[src/hdl/dmuds_pkg.sv]
package dmuds_pkg;

   // field widths fixed by the item format
   localparam int CMD_W       = 2;
   localparam int LETTER_W    = 5;
   localparam int VALUE_W     = 16;
   localparam int SCORE_OUT_W = 31;
   localparam int POS_W       = 16;

   // defaults of the top-level parameters
   localparam int ALPHABET_SIZE_DEF = 32;
   localparam int MAX_DIAG_LEN_DEF  = 65536;
   localparam int SCORE_BITS_DEF    = 16;

   // queue between the lookup front and the scoring back
   localparam int QDEPTH   = 4;
   localparam int QPTR_W   = $clog2(QDEPTH);
   localparam int QLEVEL_W = $clog2(QDEPTH + 1);

   // saturation ceiling of the running sum
   localparam logic [SCORE_OUT_W-1:0] SUM_MAX = {SCORE_OUT_W{1'b1}};

   typedef enum logic [CMD_W-1:0] {
      CMD_WR_STRUCT = 2'd0,
      CMD_WR_AMINO  = 2'd1,
      CMD_SCORE     = 2'd2
   } cmd_type;

   // queue status seen by the front
   typedef struct packed {
      logic [QLEVEL_W-1:0] level;
   } queue_stat_type;

endpackage

[src/hdl/dmuds_fifo.sv]
module dmuds_fifo #(
   parameter int WIDTH = 33
) (
   input  logic                      clock,
   input  logic                      reset,
   input  logic                      push,
   input  logic [WIDTH-1:0]          push_data,
   input  logic                      pop,
   output logic                      pop_valid,
   output logic [WIDTH-1:0]          pop_data,
   output dmuds_pkg::queue_stat_type q_stat
);
   import dmuds_pkg::*;

   logic [WIDTH-1:0]    entry_ff [QDEPTH];
   logic [QPTR_W-1:0]   wr_ptr_ff, wr_ptr_in;
   logic [QPTR_W-1:0]   rd_ptr_ff, rd_ptr_in;
   logic [QLEVEL_W-1:0] level_ff, level_in;

   // advance pointers and level
   always_comb begin
      wr_ptr_in = push ? wr_ptr_ff + 1'b1 : wr_ptr_ff;
      rd_ptr_in = pop  ? rd_ptr_ff + 1'b1 : rd_ptr_ff;
      level_in  = level_ff;
      priority if (push && !pop) begin
         level_in = level_ff + 1'b1;
      end else if (pop && !push) begin
         level_in = level_ff - 1'b1;
      end
   end

   always_ff @(posedge clock) begin
      if (reset) begin
         wr_ptr_ff <= '0;
         rd_ptr_ff <= '0;
         level_ff  <= '0;
      end else begin
         wr_ptr_ff <= wr_ptr_in;
         rd_ptr_ff <= rd_ptr_in;
         level_ff  <= level_in;
      end
   end

   always_ff @(posedge clock) begin
      if (push) begin
         entry_ff[wr_ptr_ff] <= push_data;
      end
   end

   assign pop_valid    = level_ff != '0;
   assign pop_data     = entry_ff[rd_ptr_ff];
   assign q_stat.level = level_ff;
endmodule

[config.mk]
export PLATFORM = sky130hd
export DESIGN_NAME = dmuds_fifo
export DESIGN_NICKNAME = d
export VERILOG_FILES = /design/src/hdl/dmuds_pkg.sv /design/src/hdl/dmuds_fifo.sv
export SDC_FILE = /design/constraint.sdc
export NUM_CORES = 1
export LEC_CHECK = 0
export ABC_CLOCK_PERIOD_IN_PS = 4120
export BUFFER_PORTS_ARGS = -buffer_cell sky130_fd_sc_hd__buf_2
export CAP_MARGIN = 40
export CORE_ASPECT_RATIO = 1.1
export CORE_MARGIN = 1
export CORE_UTILIZATION = 28
export CTS_CLUSTER_DIAMETER = 60
export CTS_CLUSTER_SIZE = 25
export DETAILED_ROUTE_END_ITERATION = 7
export PLACE_DENSITY_LB_ADDON = 0.05
export SETUP_SLACK_MARGIN = 0.2
export SLEW_MARGIN = 30
export SYNTH_ARGS = -nofsm -noshare
export SYNTH_HDL_FRONTEND = slang
export SYNTH_SLANG_ARGS = --single-unit
[constraint.sdc]
create_clock -name clock -period 4.12 [get_ports clock]
set_clock_uncertainty 0.15 [all_clocks]
set_input_delay 0 -clock clock [delete_from_list [all_inputs] [get_ports clock]]
set_output_delay 0 -clock clock [all_outputs]
set_load 0.01 [all_outputs]
==> metrics.yaml <==
yosysTopAreaCell: "edfxtp_1"
cap_viol_max_count: 0
fin_ws_ns: 1.90
synth_seq_area_share: 0.792
dieArea_um2: 19200
nets: 381
ys_types: 20
grt_max_degree: 34
crit_fanout: 13
synth_most_common_cell: "edfxtp_1"
worst_path_max_delay_cell: "dfxtp_2"
via_per_inst: 4.17
final.fill_count: 1757
slowest_delay_ns: 0.57
netlist_area_um2: 5230
top_usage_layer: "met2"
core-area_um2: 18300
fin_crit_ns: 2.22
setup_violations: 0
hold_violations: 0
grt_first_pass_wirelength_um: 15400
tns_ns: 0
avgRoutedWirePerCell_um: 17.0
ys.flop_type: "edfxtp_1"
hp-class: "primary input to flip-flop"
port_buffers: 73
dp_hpwl_um: 5620
grt_overflow: 0
cts_max_level: 4
synth_fp_nets: 259
peakVddDrop_mv: 0.260
dp_cells: 524
clk_pin_slew_ns: 0.06
vias: 2470
dr.pass1.iters: 4
diodes: 0
crit_chain: "buf_4 > mux4_2 > buf_2"
ys_ff_latch: 141
outcome: "completed"
clk_latency_ns: 0.41
cts_sinks: 141
power.leakage_nw: 2.32
critPathRequiredTime_ns: 3.97
place_area_um2: 5830
start_util: 0.285
drt_iter0_markers: 111
cts_setup_buffers: 0
syn_to_final_growth_pct: 28.9
cts_buffer_depth: 2
grt_util_met3: 0.0369
crit_type: "flip-flop to output port"
powerDensity_nw_per_um2: 498
die_y_um: 145
numCtsBuffers: 17
r2r_cells: 3
finish.utilization: 0.368
gp_congestion: 0.670
die_w_um: 132
use_met2: 0.184
drc: 0
worst_path_dominant_cell_family: "flip-flops"
syn_inst: 216
groute.usage.overall: 0.112
critical_path.endpoint: "pop_data[14]"
hold_slack_ns: 0.200
r2r-end: "entry_ff[1][31]$_DFFE_PP_"
grt_pass1_vias: 2649
path_buf_inv: 2
p_total_mw: 3.36
synth_edf_count: 132
r2r_slack_ns: 2.48
antenna_found_initial: 0
place_ws_ns: 1.90
cp_num_cells: 3
fin_cells: 593
layout-drive-gt1-share: 0.386
end_kind: "output port"
netlist.area_leader.share: 0.758
routed_wl_um: 10100
clock-root-buffer: "clkbuf_16"
ant_nets: 0
timing.rr.start: "wr_ptr_ff[1]$_SDFFE_PP0P_"
yosys_warnings: 0
synth_area_leaders: "edfxtp_1, mux4_2, dfxtp_1, mux4_1, ha_1"
ys_async_sr_fraction: 0
cts_tree: "yes"
fmax_mhz: 450
post-route-cell-area_um2: 6740
grtUsageMet1: 0.131
postSynthAreaPerCell_um2: 24.2
ios: 74
worst_ep_arrival_time_ns: 2.07
num_rows: 52
period_share: 0.540
slew_headroom: 0.607
worst_pin_slew_ns: 0.589
rsz0062_at_grt: "no"
synth_common_cells: "edfxtp_1, mux4_2, dfxtp_1, nor2_1, ha_1"
start_kind: "flip-flop"
slew_viol_final: 0
==> cell usage in the layout, fill, tap and decap left out, types with 3 or more instances in the layout <==
master,instances
and2_4,4
buf_2,73
clkbuf_1,5
clkbuf_16,17
clkinv_2,4
dfxtp_1,7
dlygate4sd3_1,37
edfxtp_1,132
ha_1,5
inv_1,4
mux4_1,3
mux4_2,30
nor2_1,7
xor2_1,3
==> registers in the layout, indices dropped and copies added, names as in the netlist, named ones only <==
register / cells
entry_ff: 132
wr_ptr_ff: 2
rd_ptr_ff: 2
q_stat: 3
==> cell families after synthesis <==
group | after synthesis | share of synthesized area
AOI/OAI and AO/OA | 2 | 0.00191
muxes | 35 | 0.148
DFF | 141 | 0.792
and+or+nand+nor | 14 | 0.0129
buffers and inverters | 13 | 0.0208
xor gates and xnor gates | 5 | 0.00837
adders and majority gates | 6 | 0.0158
==> area by class of cell <==
| type | count | area (µm²) | area share |
|---|---|---|---|
| sequential | 141 | 4150 | 0.615 |
| multi-input combinational | 62 | 988 | 0.147 |
| clock buffer | 22 | 444 | 0.0659 |
| clock inverter | 9 | 72.6 | 0.0108 |
| tap | 243 | 304 | 0.0451 |
| timing repair buffer | 112 | 771 | 0.114 |
| inverter | 4 | 15.0 | 0.00223 |
==> layer usage <==
layer | wire (µm) | up-vias
li1 | - | 1138
met1 | 4350 | 1268
met2 | 5180 | 53
met3 | 401 | 11
met4 | 176 | 0
met5 | 0 | -
==> where the power goes <==
group	switching [mW]	internal, mW
clock network	0.531	0.816
registers	0.0387	1.64
logic	0.159	0.171
==> worst min path at each step <==
stage / to / from / cells after the start
global placement: entry_ff[3][2]$_DFFE_PP_ / push_data[2] / 1
global route: entry_ff[1][2]$_DFFE_PP_ / push_data[2] / 2
floorplan: entry_ff[0][0]$_DFFE_PP_ / push_data[0] / 0
finish: entry_ff[2][5]$_DFFE_PP_ / push_data[5] / 2
detailed placement: entry_ff[3][9]$_DFFE_PP_ / push_data[9] / 1
CTS: entry_ff[1][2]$_DFFE_PP_ / push_data[2] / 2
==> what timing repair did <==
item,4_1_cts,5_1_grt
gates resized for setup,0,0
endpoints found under the setup margin,0,0
hold endpoints to repair,141,0
hold buffers,37,0
Power figures use the tool's default switching activity.
