$ cat src/hdl/dmuds_pkg.sv
package dmuds_pkg;

   // field widths fixed by the item format
   localparam int CMD_W       = 2;
   localparam int LETTER_W    = 5;
   localparam int VALUE_W     = 16;
   localparam int SCORE_OUT_W = 31;
   localparam int POS_W       = 16;

   // defaults of the top-level parameters
   localparam int ALPHABET_SIZE_DEF = 32;
   localparam int MAX_DIAG_LEN_DEF  = 65536;
   localparam int SCORE_BITS_DEF    = 16;

   // queue between the lookup front and the scoring back
   localparam int QDEPTH   = 4;
   localparam int QPTR_W   = $clog2(QDEPTH);
   localparam int QLEVEL_W = $clog2(QDEPTH + 1);

   // saturation ceiling of the running sum
   localparam logic [SCORE_OUT_W-1:0] SUM_MAX = {SCORE_OUT_W{1'b1}};

   typedef enum logic [CMD_W-1:0] {
      CMD_WR_STRUCT = 2'd0,
      CMD_WR_AMINO  = 2'd1,
      CMD_SCORE     = 2'd2
   } cmd_type;

   // queue status seen by the front
   typedef struct packed {
      logic [QLEVEL_W-1:0] level;
   } queue_stat_type;

endpackage

$ cat src/hdl/dmuds_ifs.sv


interface dmuds_rsp_if;
   import dmuds_pkg::*;

   logic                   valid;
   logic                   ready;
   logic [SCORE_OUT_W-1:0] best_score;
   logic [POS_W-1:0]       best_start;
   logic [POS_W-1:0]       best_end;

   modport source (
      output valid, best_score, best_start, best_end,
      input  ready
   );

   modport sink (
      input  valid, best_score, best_start, best_end,
      output ready
   );
endinterface

$ cat src/hdl/dmuds_back.sv
module dmuds_back #(
   parameter int MAX_DIAG_LEN = dmuds_pkg::MAX_DIAG_LEN_DEF,
   parameter int SCORE_BITS   = dmuds_pkg::SCORE_BITS_DEF
) (
   input  logic                  clock,
   input  logic                  reset,
   input  logic                  pop_valid,
   input  logic [2*SCORE_BITS:0] pop_data,
   output logic                  pop,
   dmuds_rsp_if.source           rsp
);
   import dmuds_pkg::*;

   localparam int CIDX_W = $clog2(MAX_DIAG_LEN);
   localparam int SUM_W  = SCORE_OUT_W + 2;

   logic                          last;
   logic signed [SCORE_BITS-1:0]  s_score, a_score;
   logic signed [SUM_W-1:0]       sum;
   logic [SCORE_OUT_W-1:0]        new_run;
   logic [31:0]                   pos_wide;
   logic [POS_W-1:0]              pos, pos_next;
   logic [CIDX_W:0]               col_inc;
   logic                          out_free;

   logic [SCORE_OUT_W-1:0] run_ff, run_in;
   logic [SCORE_OUT_W-1:0] best_ff, best_in;
   logic [POS_W-1:0]       bstart_ff, bstart_in;
   logic [POS_W-1:0]       bend_ff, bend_in;
   logic [POS_W-1:0]       cand_ff, cand_in;
   logic [CIDX_W-1:0]      col_ff, col_in;

   logic                   rsp_valid_ff, rsp_valid_in;
   logic [SCORE_OUT_W-1:0] rsp_score_ff;
   logic [POS_W-1:0]       rsp_start_ff;
   logic [POS_W-1:0]       rsp_end_ff;

   assign last    = pop_data[2*SCORE_BITS];
   assign s_score = pop_data[2*SCORE_BITS-1:SCORE_BITS];
   assign a_score = pop_data[SCORE_BITS-1:0];

   // a last column waits until the result register is free
   assign out_free = !rsp_valid_ff || rsp.ready;
   assign pop      = pop_valid && (!last || out_free);

   // column position, reported modulo the position width
   assign pos_wide = 32'(col_ff);
   assign pos      = pos_wide[POS_W-1:0];
   assign pos_next = pos + 1'b1;
   assign col_inc  = {1'b0, col_ff} + 1'b1;

   // add both table scores, saturate on top, clear at or below zero
   always_comb begin
      sum     = signed'({2'b00, run_ff}) + SUM_W'(s_score) + SUM_W'(a_score);
      new_run = sum[SCORE_OUT_W-1:0];
      cand_in = cand_ff;
      priority if (sum > signed'({2'b00, SUM_MAX})) begin
         new_run = SUM_MAX;
      end else if (sum <= 0) begin
         new_run = '0;
         cand_in = pos_next;
      end

      run_in    = new_run;
      best_in   = best_ff;
      bstart_in = bstart_ff;
      bend_in   = bend_ff;
      if (new_run > best_ff) begin
         best_in   = new_run;
         bstart_in = cand_ff;
         bend_in   = pos;
      end

      col_in = (col_inc >= (CIDX_W + 1)'(MAX_DIAG_LEN)) ? '0 : col_inc[CIDX_W-1:0];
   end

   // advance the diagonal state; clear it after the last column
   always_ff @(posedge clock) begin
      if (reset) begin
         run_ff    <= '0;
         best_ff   <= '0;
         bstart_ff <= '0;
         bend_ff   <= '0;
         cand_ff   <= '0;
         col_ff    <= '0;
      end else if (pop) begin
         if (last) begin
            run_ff    <= '0;
            best_ff   <= '0;
            bstart_ff <= '0;
            bend_ff   <= '0;
            cand_ff   <= '0;
            col_ff    <= '0;
         end else begin
            run_ff    <= run_in;
            best_ff   <= best_in;
            bstart_ff <= bstart_in;
            bend_ff   <= bend_in;
            cand_ff   <= cand_in;
            col_ff    <= col_in;
         end
      end
   end

   // result register
   always_comb begin
      rsp_valid_in = rsp_valid_ff;
      priority if (pop && last) begin
         rsp_valid_in = 1'b1;
      end else if (rsp.ready) begin
         rsp_valid_in = 1'b0;
      end
   end

   always_ff @(posedge clock) begin
      if (reset) begin
         rsp_valid_ff <= 1'b0;
      end else begin
         rsp_valid_ff <= rsp_valid_in;
      end
   end

   always_ff @(posedge clock) begin
      if (pop && last) begin
         rsp_score_ff <= best_in;
         rsp_start_ff <= bstart_in;
         rsp_end_ff   <= bend_in;
      end
   end

   assign rsp.valid      = rsp_valid_ff;
   assign rsp.best_score = rsp_score_ff;
   assign rsp.best_start = rsp_start_ff;
   assign rsp.best_end   = rsp_end_ff;
endmodule

$ cat src/flat_wrapper.sv
// flat-port wrapper written by rule: the top's interface ports become plain ports
module dmuds_back_flat import dmuds_pkg::*;
#(
   parameter int MAX_DIAG_LEN = dmuds_pkg::MAX_DIAG_LEN_DEF,
   parameter int SCORE_BITS   = dmuds_pkg::SCORE_BITS_DEF
)
  (clock, reset, pop_valid, pop_data, pop, rsp_valid, rsp_best_score, rsp_best_start, rsp_best_end, rsp_ready);
  dmuds_rsp_if rsp_i ();
  input  logic clock;
  input  logic reset;
  input  logic pop_valid;
  input  logic [2*SCORE_BITS:0] pop_data;
  output logic pop;
  output wire logic [$bits(rsp_i.valid)-1:0] rsp_valid;
  output wire logic [$bits(rsp_i.best_score)-1:0] rsp_best_score;
  output wire logic [$bits(rsp_i.best_start)-1:0] rsp_best_start;
  output wire logic [$bits(rsp_i.best_end)-1:0] rsp_best_end;
  input wire logic [$bits(rsp_i.ready)-1:0] rsp_ready;
  assign rsp_valid = rsp_i.valid;
  assign rsp_best_score = rsp_i.best_score;
  assign rsp_best_start = rsp_i.best_start;
  assign rsp_best_end = rsp_i.best_end;
  assign rsp_i.ready = rsp_ready;
  dmuds_back #(.MAX_DIAG_LEN(MAX_DIAG_LEN), .SCORE_BITS(SCORE_BITS)) u_core (.clock(clock), .reset(reset), .pop_valid(pop_valid), .pop_data(pop_data), .pop(pop), .rsp(rsp_i));
endmodule
$ cat config.mk
export PLATFORM = sky130hd
export DESIGN_NAME = dmuds_back_flat
export DESIGN_NICKNAME = d
export VERILOG_FILES = /design/src/hdl/dmuds_pkg.sv /design/src/hdl/dmuds_ifs.sv /design/src/hdl/dmuds_back.sv /design/src/flat_wrapper.sv
export SDC_FILE = /design/constraint.sdc
export NUM_CORES = 1
export LEC_CHECK = 0
export BUFFER_PORTS_ARGS = -buffer_cell sky130_fd_sc_hd__buf_2
export CAP_MARGIN = 25
export CORE_ASPECT_RATIO = 1.1
export CORE_MARGIN = 2
export CORE_UTILIZATION = 56
export CTS_BUF_LIST = sky130_fd_sc_hd__clkbuf_2
export DETAILED_ROUTE_END_ITERATION = 7
export PLACE_DENSITY = 0.84
export SLEW_MARGIN = 25
export SYNTH_ARGS = -nofsm -noshare
export SYNTH_HDL_FRONTEND = slang
export SYNTH_SLANG_ARGS = --single-unit
$ cat constraint.sdc
create_clock -name clock -period 7.8 [get_ports clock]
set_input_delay 1.95 -clock clock [delete_from_list [all_inputs] [get_ports clock]]
set_output_delay 1.95 -clock clock [all_outputs]
set_load 0.03 [all_outputs]
==> qor.yml, run 1 <==
placement:
  dp_hpwl_um: 22950
  place_congestion: 0.9311
  io_buffers: 101
  place_area_um2: 12860
setup_path:
  arrival_ps: 7740
  crit_path_start_kind: "input port"
  cp-end-kind: "register"
  reg2regPathDepth: 24
  critPathLaunch: "pop_data[31]"
  reg2reg_slack_ps: 1480
  crit_slowest_cell: "fa_1"
  path_common_cell: "a21o_1"
  required_ps: 8340
  r2r_start: "u_core.run_ff[15]$_SDFFE_PP0P_"
  max_stage_delay_ps: 520
  r2r_end: "u_core.rsp.best_score[29]$_DFFE_PP_"
  worstSetupPathType: "in2reg"
  critPathMaxFanout: 38
yosys:
  synth_seq_area_share_pct: 38.23
  yosys_warnings: 0
  synth_ff_type: "dfxtp_1"
  netlist_instances: 1316
  synth_seq_cells: 190
  yosysTopAreaCell: "dfxtp_1"
  synth_edf_count: 63
  synthTopCellsByArea: "dfxtp_1 22%, edfxtp_1 16%, nand2_1 7.0%"
  synth_top_area_share_pct: 21.92
  syn_nets: 1450
  avgSynthCellArea_um2: 8.814
  ys_types: 81
  syn_area_um2: 11600
  ys_async_sr_fraction_pct: 0
sta:
  tightest_slew_ps: 881.7
  drv_slew: 0
  slew_headroom_pct: 40.67
  min_period_ps: 7207
  fmaxAchievable_ghz: 0.1388
  fin_skew_ps: 60.09
  rsz0062_at_grt: "no"
  hold_viol: 0
  post-route-period-util_pct: 92.40
  setup_viol: 0
final_layout:
  finish.instance_area_um2: 13150
  regArea_um2: 4434
  nets: 1573
  final_core_util_pct: 64.33
  multi_input_area_um2: 6474
  nFillCells: 1684
  most-common-layout-cells: "215 x nand2_1, 127 x dfxtp_1, 106 x inv_1"
  layout_commonest_cell: "nand2_1"
  drive_above_1_share_pct: 17.98
  syn_to_final_growth_pct: 13.35
routing:
  drc: 0
  first_pass_iters: 5
  antenna_left: 0
  wl_per_cell_um: 17.72
  viasPerCell: 6.098
  vias: 10420
  totalWireLength_um: 30280
  drt_iter0_markers: 990
die:
  fp-row-count: 55
  core-area_um2: 20440
  dieWidth_um: 141.2
  die_area_um2: 21880
  die_h_um: 155.0
  initial_core_util_pct: 56.76
  pin_count: 102
global_routing:
  grt_max_degree: 70
  grt_pass1_wl_um: 49210
  grt.total_usage_pct: 27.60
  grt-ovfl-total: 0
  grt_antenna_before_repair: 1
  grt_pass1_vias: 9965
hold_path:
  min_from: "u_core.cand_ff[0]$_SDFFE_PP0P_"
  min_path_type: "reg2reg"
  hold_depth: 2
  min_to: "u_core.cand_ff[0]$_SDFFE_PP0P_"
pwr:
  p_leak_nw: 5.721
  report.power.total_w: 0.003747
  power_density_nw_per_um2: 285.0
  vdd_drop_max_uv: 148.6
clock_network:
  cts_resized: 0
  cts-root-buf: "clkbuf_2"
  hold_buffers: 0
  htreeDepth: 4
  post_cts_buffers: 0
  clock_path_buffers: 2
  cts_sinks: 190
  numCtsBuffers: 17
  cts_tree: "built"
  insertion_delay_ps: 780
  path_clk_slew_ps: 280
outcome:
  status: "finished, final reports clean"
run:
  max-cap-violations: 0
==> state kept, by name, indices dropped and copies added, names as in the netlist <==
name	cells
u_core.run_ff	31
u_core.cand_ff	16
u_core.rsp.best_score	31
u_core.rsp.best_start	16
u_core.bstart_ff	16
u_core.col_ff	16
u_core.rsp.valid	1
u_core.bend_ff	16
u_core.rsp.best_end	16
u_core.best_ff	31
==> worst max-delay path, delay by kind of cell <==
kind	cells	cell delay [ps]
buffers and inverters	5	730
AOI/OAI and AO/OA	12	2520
adders and majority gates	3	1170
muxes	1	280
and+or+nand+nor	4	1070
==> layout make-up <==
class	count	area share [%]
Antenna cell	1	0.01903
Clock inverter	15	1.503
Inverter	109	3.169
Tap cell	256	2.436
Sequential cell	190	33.72
Clock buffer	17	0.6471
Multi-Input combinational cell	940	49.23
Timing Repair Buffer	181	9.268
==> per-layer routing <==
layer  up-vias  routed length, um  part of all wire, %  GRT usage [%]
met2       445              14680                   48          46.97
met3        70               2233                  7.4          3.693
li1       4902                  -                    -              -
met4         0                938                  3.1          10.10
met1      5004              12430                   41          36.07
met5         -                  0                    0              0
==> per-stage QoR <==
stage / hold slack, ps / TNS (ps) / worst slack (ps) / instances
2_1_floorplan: 434.4 / 0 / 0.03109 / 1316
3_3_place_gp: 445.8 / -5790 / -105.9 / 1676
3_5_place_dp: 450.3 / -7847 / -142.7 / 1676
4_1_cts: 499.3 / 0 / 683.3 / 1708
5_1_grt: 522.7 / 0 / 261.4 / 1709
6_report: 497.5 / 0 / 593.1 / 1709
==> where the power goes <==
group	total, W	leakage (nW)	internal (W)	switching (W)
Combinational	0.00200	3.94	0.000793	0.00120
Sequential	0.00121	1.62	0.00116	0.0000505
Clock	0.000543	0.157	0.000166	0.000377
==> worst max path at each step <==
stage	endpoint	cells after the start
3_3_place_gp	u_core.rsp.best_score[13]$_DFFE_PP_	25
6_report	u_core.rsp.best_score[29]$_DFFE_PP_	25
2_1_floorplan	u_core.rsp.best_end[13]$_DFFE_PP_	28
3_5_place_dp	u_core.rsp.best_score[26]$_DFFE_PP_	25
5_1_grt	u_core.bstart_ff[11]$_SDFFE_PP0P_	27
4_1_cts	u_core.bstart_ff[4]$_SDFFE_PP0P_	27
==> cell usage after synthesis, types with 16 or more instances <==
library cell / number
dfxtp_1: 127
fa_1: 33
inv_1: 109
xor2_1: 18
xnor2_1: 16
nand2_1: 215
nor2_1: 101
and3_1: 19
o21ai_0: 48
clkbuf_1: 66
a21oi_1: 60
ha_1: 64
edfxtp_1: 63
nor3_1: 18
a22oi_1: 54
a21o_1: 27
nand4_1: 19
nand3_1: 36
==> logic make-up after synthesis <==
kind of cell	Yosys count	share of synthesized area, %
AOI/OAI and AO/OA	314	19.21
xor gates and xnor gates	34	2.567
adders and majority gates	97	12.60
buffers and inverters	186	6.353
DFF	190	38.23
muxes	29	2.837
and+or+nand+nor	466	18.21
Power figures use the tool's default switching activity.
==> run 2, diff against run 1 <==
Settings changed: CORE_MARGIN 2 to default.
==> run 2 against run 1 <==
  * Core utilization is 0.61 points higher
  * Global-route usage grew 1.2 points
  * Via count down 1.3%
  * Clock-buffer cell count grew 2
  * Critical endpoint is now u_core.rsp.best_score[10]$_DFFE_PP_
  * Register-to-register slack lost 90 ps
  * The flow now finishes with violations (DRC)
==> qor.yml, run 2 (synthesis results as in run 1) <==
clock_network:
  cts-root-buf: "clkbuf_2"  # unchanged
  htreeDepth: 4  # unchanged
  cts_tree: "built"  # unchanged
  cts_resized: 0  # unchanged
  hold_buffers: 0  # unchanged
  insertion_delay_ps: 800  # was 780 ps
  post_cts_buffers: 0  # unchanged
  path_clk_slew_ps: 250  # was 280 ps
  cts_sinks: 190  # unchanged
  numCtsBuffers: 17  # unchanged
  clock_path_buffers: 2  # unchanged
hold_path:
  min_path_type: "reg2reg"  # unchanged
sta:
  slew_headroom_pct: 47.08  # was 40.67%
  drv_slew: 0  # unchanged
  rsz0062_at_grt: "no"  # unchanged
  setup_viol: 0  # unchanged
  tightest_slew_ps: 790.8  # was 881.7 ps
  fin_tns_setup_ps: 0  # unchanged
  min_period_ps: 7242  # was 7207 ps
  post-route-period-util_pct: 92.84  # was 92.40%
  fin_skew_ps: 43.75  # was 60.09 ps
  hold_viol: 0  # unchanged
  fmaxAchievable_ghz: 0.1381  # was 0.1388 GHz
final_layout:
  nets: 1573  # unchanged
  layout_commonest_cell: "nand2_1"  # unchanged
  final_core_util_pct: 64.94  # was 64.33%
  finish.instance_area_um2: 13030  # was 13,150 um2
  drive_above_1_share_pct: 17.91  # was 17.98%
  most-common-layout-cells: "215 x nand2_1, 127 x dfxtp_1, 106 x inv_1"  # unchanged
  syn_to_final_growth_pct: 12.34  # was 13.35%
setup_path:
  required_ps: 8340  # about the same
  arrival_ps: 7780  # was 7740 ps
  crit_path_start_kind: "input port"  # unchanged
  critPathMaxFanout: 37  # was 38
  worstSetupPathType: "in2reg"  # unchanged
  cp-end-kind: "register"  # unchanged
routing:
  first_pass_iters: 8  # was 5
  viasPerCell: 6.035  # was 6.098
  antenna_left: 0  # unchanged
  drt_iter0_markers: 974  # was 990
  wl_per_cell_um: 17.66  # was 17.72 um
  totalWireLength_um: 30120  # was 30,280 um
  vias: 10290  # was 10,420
  drc: 10  # was 0
pwr:
  power_density_nw_per_um2: 276.4  # was 285.0 nW/um2
  vdd_drop_max_uv: 146.2  # was 148.6 uV
  report.power.total_w: 0.003602  # was 0.003747 W
  p_leak_nw: 5.684  # was 5.721 nW
outcome:
  violations: "DRC"
  status: "complete, but fails checks"  # was finished, final reports clean
die:
  die_area_um2: 21290  # was 21,880 um2
  fp-row-count: 54  # was 55
  pin_count: 102  # unchanged
  die_h_um: 153.0  # was 155.0 um
  core-area_um2: 20070  # was 20,440 um2
  initial_core_util_pct: 57.81  # was 56.76%
  dieWidth_um: 139.2  # was 141.2 um
global_routing:
  grt_pass1_wl_um: 48890  # was 49,210 um
  grt_pass1_vias: 9822  # was 9,965
  grt_max_degree: 70  # unchanged
  grt-ovfl-total: 0  # unchanged
  grt.total_usage_pct: 28.77  # was 27.60%
  grt_antenna_before_repair: 1  # unchanged
placement:
  place_congestion: 0.9301  # was 0.9311
  io_buffers: 101  # unchanged
  place_area_um2: 12810  # was 12,860 um2
  dp_hpwl_um: 22870  # was 22,950 um
run:
  max-cap-violations: 0  # unchanged
-- run 2: changes by cell type in the layout (fill, tap and decap cells not counted), sizes merged --
| cell | before | now |
|---|---|---|
| clkbuf | 17 | 19 |
| inv | 114 | 110 |
| clkinvlp | 5 | 4 |
| clkinv | 3 | 7 |
| bufinv | 2 | 1 |
-- run 2: power breakdown --
group,leakage (nW),internal (W),switching [W],total (W)
clock,0.133,0.000120,0.000342,0.000462
sequential,1.62,0.00115,0.0000492,0.00120
combinational,3.93,0.000736,0.00120,0.00194
-- run 2: metrics by stage --
stage | cells | hold slack (ps) | worst slack, ps
after CTS | 1704 | 498.7 | 628.9
after floorplan | 1316 | 434.4 | 0.03109
after global placement | 1670 | 446.9 | -60.06
final | 1705 | 504.5 | 558.2
after detailed placement | 1672 | 447.2 | -238.7
after global routing | 1705 | 524.3 | 259.6
-- run 2: worst paths after layout --
| check | cells after the start | to | slack [ps] | start |
|---|---|---|---|---|
| worst max-delay path | 25 | u_core.rsp.best_score[10]$_DFFE_PP_ | 560 | pop_data[17] |
| worst min-delay path | 2 | u_core.cand_ff[2]$_SDFFE_PP0P_ | 500 | u_core.cand_ff[2]$_SDFFE_PP0P_ |
| worst max register to register | 24 | u_core.rsp.best_score[10]$_DFFE_PP_ | 1390 | u_core.run_ff[1]$_SDFFE_PP0P_ |
| worst min register to register | 2 | u_core.cand_ff[2]$_SDFFE_PP0P_ | 500 | u_core.cand_ff[2]$_SDFFE_PP0P_ |
-- run 2: per-layer routing --
layer / track usage [%] / vias up / wire (um) / part of all wire, %
met5: 0 / - / 0 / 0
met4: 11.22 / 0 / 913 / 3.0
met3: 4.825 / 80 / 2279 / 7.6
met2: 48.65 / 447 / 14520 / 48
met1: 36.65 / 4866 / 12400 / 41
li1: - / 4896 / - / -
-- run 2: layout make-up --
class,instances,area [um2]
inverter,109,416.7
clock inverter,13,116.4
multi-input combinational,940,6475
tap,252,315.3
antenna,1,2.502
clock buffer,19,95.09
fill,1603,7036
timing repair buffer,181,1176
sequential,190,4434
-- run 2: worst max-delay path, cell delays in order --
cell,delay [ps]
buf_2,100
inv_1,70
fa_1,410
inv_1,70
ha_1,170
inv_1,60
fa_1,420
nand2b_1,210
a21oi_1,290
o211a_2,330
a2111oi_2,130
o41a_1,430
xnor2_1,320
o21ai_0,170
and3_1,270
ha_1,310
a21o_1,180
a2111oi_2,390
o22ai_1,140
nor4_1,210
o211ai_1,170
nand3_2,150
buf_4,270
buf_4,400
a2bb2oi_1,150
==> run 3, diff against run 2 <==
Settings changed: RECOVER_POWER from default to 25.
==> run 3 against run 2 <==
  * The run still ends with DRC left
  * Routed wire length about the same
  * Via count about the same
  * Sequential cell count unchanged
  * Clock skew about the same
  * Die area unchanged
  * Worst hold slack improved by 0.92 ps
  * Final area decreased by 0.64%
  * Critical endpoint unchanged
==> qor.yml, run 3 (synthesis results as in run 1) <==
sta:
  hold_viol: 0  # unchanged
  tightest_slew_ps: 1334  # was 790.8 ps
  rsz0062_at_grt: "no"  # unchanged
  min_period_ps: 7230  # was 7242 ps
  fin_skew_ps: 43.35  # was 43.75 ps
  drv_slew: 0  # unchanged
  post-route-period-util_pct: 92.69  # was 92.84%
  fin_tns_setup_ps: 0  # unchanged
  fmaxAchievable_ghz: 0.1383  # was 0.1381 GHz
  setup_viol: 0  # unchanged
  slew_headroom_pct: 11.07  # was 47.08%
  fin_ws_ps: 570.3  # was 558.2 ps
global_routing:
  grt_max_degree: 70  # unchanged
  grt_antenna_before_repair: 1  # unchanged
  grt_pass1_vias: 9822  # unchanged
  grt.total_usage_pct: 28.77  # unchanged
  grt_pass1_wl_um: 48890  # unchanged
  grt-ovfl-total: 0  # unchanged
placement:
  io_buffers: 101  # unchanged
  place_congestion: 0.9301  # unchanged
  pre_cts_slack_ps: -238.7  # unchanged
  dp_hpwl_um: 22870  # unchanged
outcome:
  violations: "DRC"  # unchanged
  status: "complete, but fails checks"  # unchanged
setup_path:
  arrival_ps: 7780  # about the same
  r2r_end: "u_core.rsp.best_score[10]$_DFFE_PP_"  # unchanged
  critPathMaxFanout: 37  # unchanged
  crit_path_start_kind: "input port"  # unchanged
  reg2regPathDepth: 24  # unchanged
  r2r_start: "u_core.run_ff[1]$_SDFFE_PP0P_"  # unchanged
  worstSetupPathType: "in2reg"  # unchanged
  required_ps: 8350  # was 8340 ps
  cp-end-kind: "register"  # unchanged
  reg2reg_slack_ps: 1400  # was 1390 ps
pwr:
  p_leak_nw: 5.499  # was 5.684 nW
  power_density_nw_per_um2: 277.5  # was 276.4 nW/um2
  vdd_drop_max_uv: 145.9  # was 146.2 uV
die:
  pin_count: 102  # unchanged
  fp-row-count: 54  # unchanged
  initial_core_util_pct: 57.81  # unchanged
  die_h_um: 153.0  # unchanged
  dieWidth_um: 139.2  # unchanged
  die_area_um2: 21290  # unchanged
  core-area_um2: 20070  # unchanged
clock_network:
  cts-root-buf: "clkbuf_2"  # unchanged
  cts_tree: "built"  # unchanged
  htreeDepth: 4  # unchanged
  hold_buffers: 0  # unchanged
  path_clk_slew_ps: 260  # was 250 ps
  insertion_delay_ps: 810  # was 800 ps
  cts_resized: 0  # unchanged
  cts_sinks: 190  # unchanged
  numCtsBuffers: 17  # unchanged
  post_cts_buffers: 0  # unchanged
  clock_path_buffers: 2  # unchanged
hold_path:
  min_path_type: "reg2reg"  # unchanged
  hold_depth: 2  # unchanged
  min_to: "u_core.best_ff[19]$_SDFFE_PP0P_"  # was u_core.cand_ff[2]$_SDFFE_PP0P_
  min_from: "u_core.best_ff[19]$_SDFFE_PP0P_"  # was u_core.cand_ff[2]$_SDFFE_PP0P_
routing:
  wl_per_cell_um: 17.65  # was 17.66 um
  viasPerCell: 6.034  # was 6.035
  vias: 10290  # about the same
  first_pass_iters: 8  # unchanged
  drt_iter0_markers: 897  # was 974
  drc: 10  # unchanged
  totalWireLength_um: 30090  # was 30,120 um
  antenna_left: 0  # unchanged
final_layout:
  final_core_util_pct: 64.52  # was 64.94%
  most-common-layout-cells: "215 x nand2_1, 127 x dfxtp_1, 106 x inv_1"  # unchanged
  multi_input_area_um2: 6475  # unchanged
  nFillCells: 1635  # was 1,603
  drive_above_1_share_pct: 13.43  # was 17.91%
  regArea_um2: 4434  # unchanged
  nets: 1573  # unchanged
  layout_commonest_cell: "nand2_1"  # unchanged
  syn_to_final_growth_pct: 11.62  # was 12.34%
run:
  max-cap-violations: 0  # unchanged
-- run 3: cell count changes in the layout (fill, tap and decap cells not counted) --
cell	delta
and2_1	-1
and2_0	+1
buf_4	-1
clkbuf_1	+65
buf_2	-64
-- run 3: cell type report --
| cell class | count | share of cell area, % |
|---|---|---|
| Multi-Input combinational cell | 940 | 50.01 |
| Sequential cell | 190 | 34.25 |
| Timing Repair Buffer | 181 | 8.436 |
| Inverter | 109 | 3.218 |
| Tap cell | 252 | 2.435 |
| Clock inverter | 13 | 0.8987 |
| Clock buffer | 19 | 0.7344 |
| Antenna cell | 1 | 0.01933 |
-- run 3: routing by layer --
metal	share of wire (%)	track usage (%)	wire (um)
met1	41	36.65	12450
met2	48	48.65	14440
met3	7.4	4.825	2234
met4	3.2	11.22	969
met5	0	0	0
-- run 3: report_power, final --
part	leakage, nW	total [W]	switching [W]	internal (W)
Clock	0.133	0.000462	0.000342	0.000120
Combinational	3.74	0.00193	0.00120	0.000723
Sequential	1.62	0.00121	0.0000506	0.00115
-- run 3: critical path, stage by stage --
cell	delay, ps
buf_2	100
inv_1	80
fa_1	420
inv_1	70
ha_1	170
inv_1	60
fa_1	420
nand2b_1	210
a21oi_1	280
o211a_2	330
a2111oi_2	130
o41a_1	430
xnor2_1	320
o21ai_0	170
and3_1	270
ha_1	310
a21o_1	180
a2111oi_2	390
o22ai_1	140
nor4_1	210
o211ai_1	170
nand3_2	150
buf_4	270
buf_4	400
a2bb2oi_1	150
-- run 3: how the worst max path moves through the flow --
stage / startpoint / end / cells after the start
6_report: pop_data[17] / u_core.rsp.best_score[10]$_DFFE_PP_ / 25
2_1_floorplan: pop_data[15] / u_core.rsp.best_end[13]$_DFFE_PP_ / 28
4_1_cts: pop_data[17] / u_core.best_ff[25]$_SDFFE_PP0P_ / 26
3_3_place_gp: pop_data[1] / u_core.bend_ff[5]$_SDFFE_PP0P_ / 26
3_5_place_dp: pop_data[1] / u_core.bend_ff[13]$_SDFFE_PP0P_ / 26
5_1_grt: pop_data[31] / u_core.bend_ff[12]$_SDFFE_PP0P_ / 27
-- run 3: per-stage QoR --
step	area [um2]	hold slack, ps	std cells	power [W]
after floorplan	11660	434.4	1316	0.002490
after global placement	12790	446.9	1670	0.003075
after detailed placement	12810	447.2	1672	0.003114
after CTS	13020	498.7	1704	0.003571
after global routing	12950	524.3	1705	0.003801
final	12950	505.4	1705	0.003592
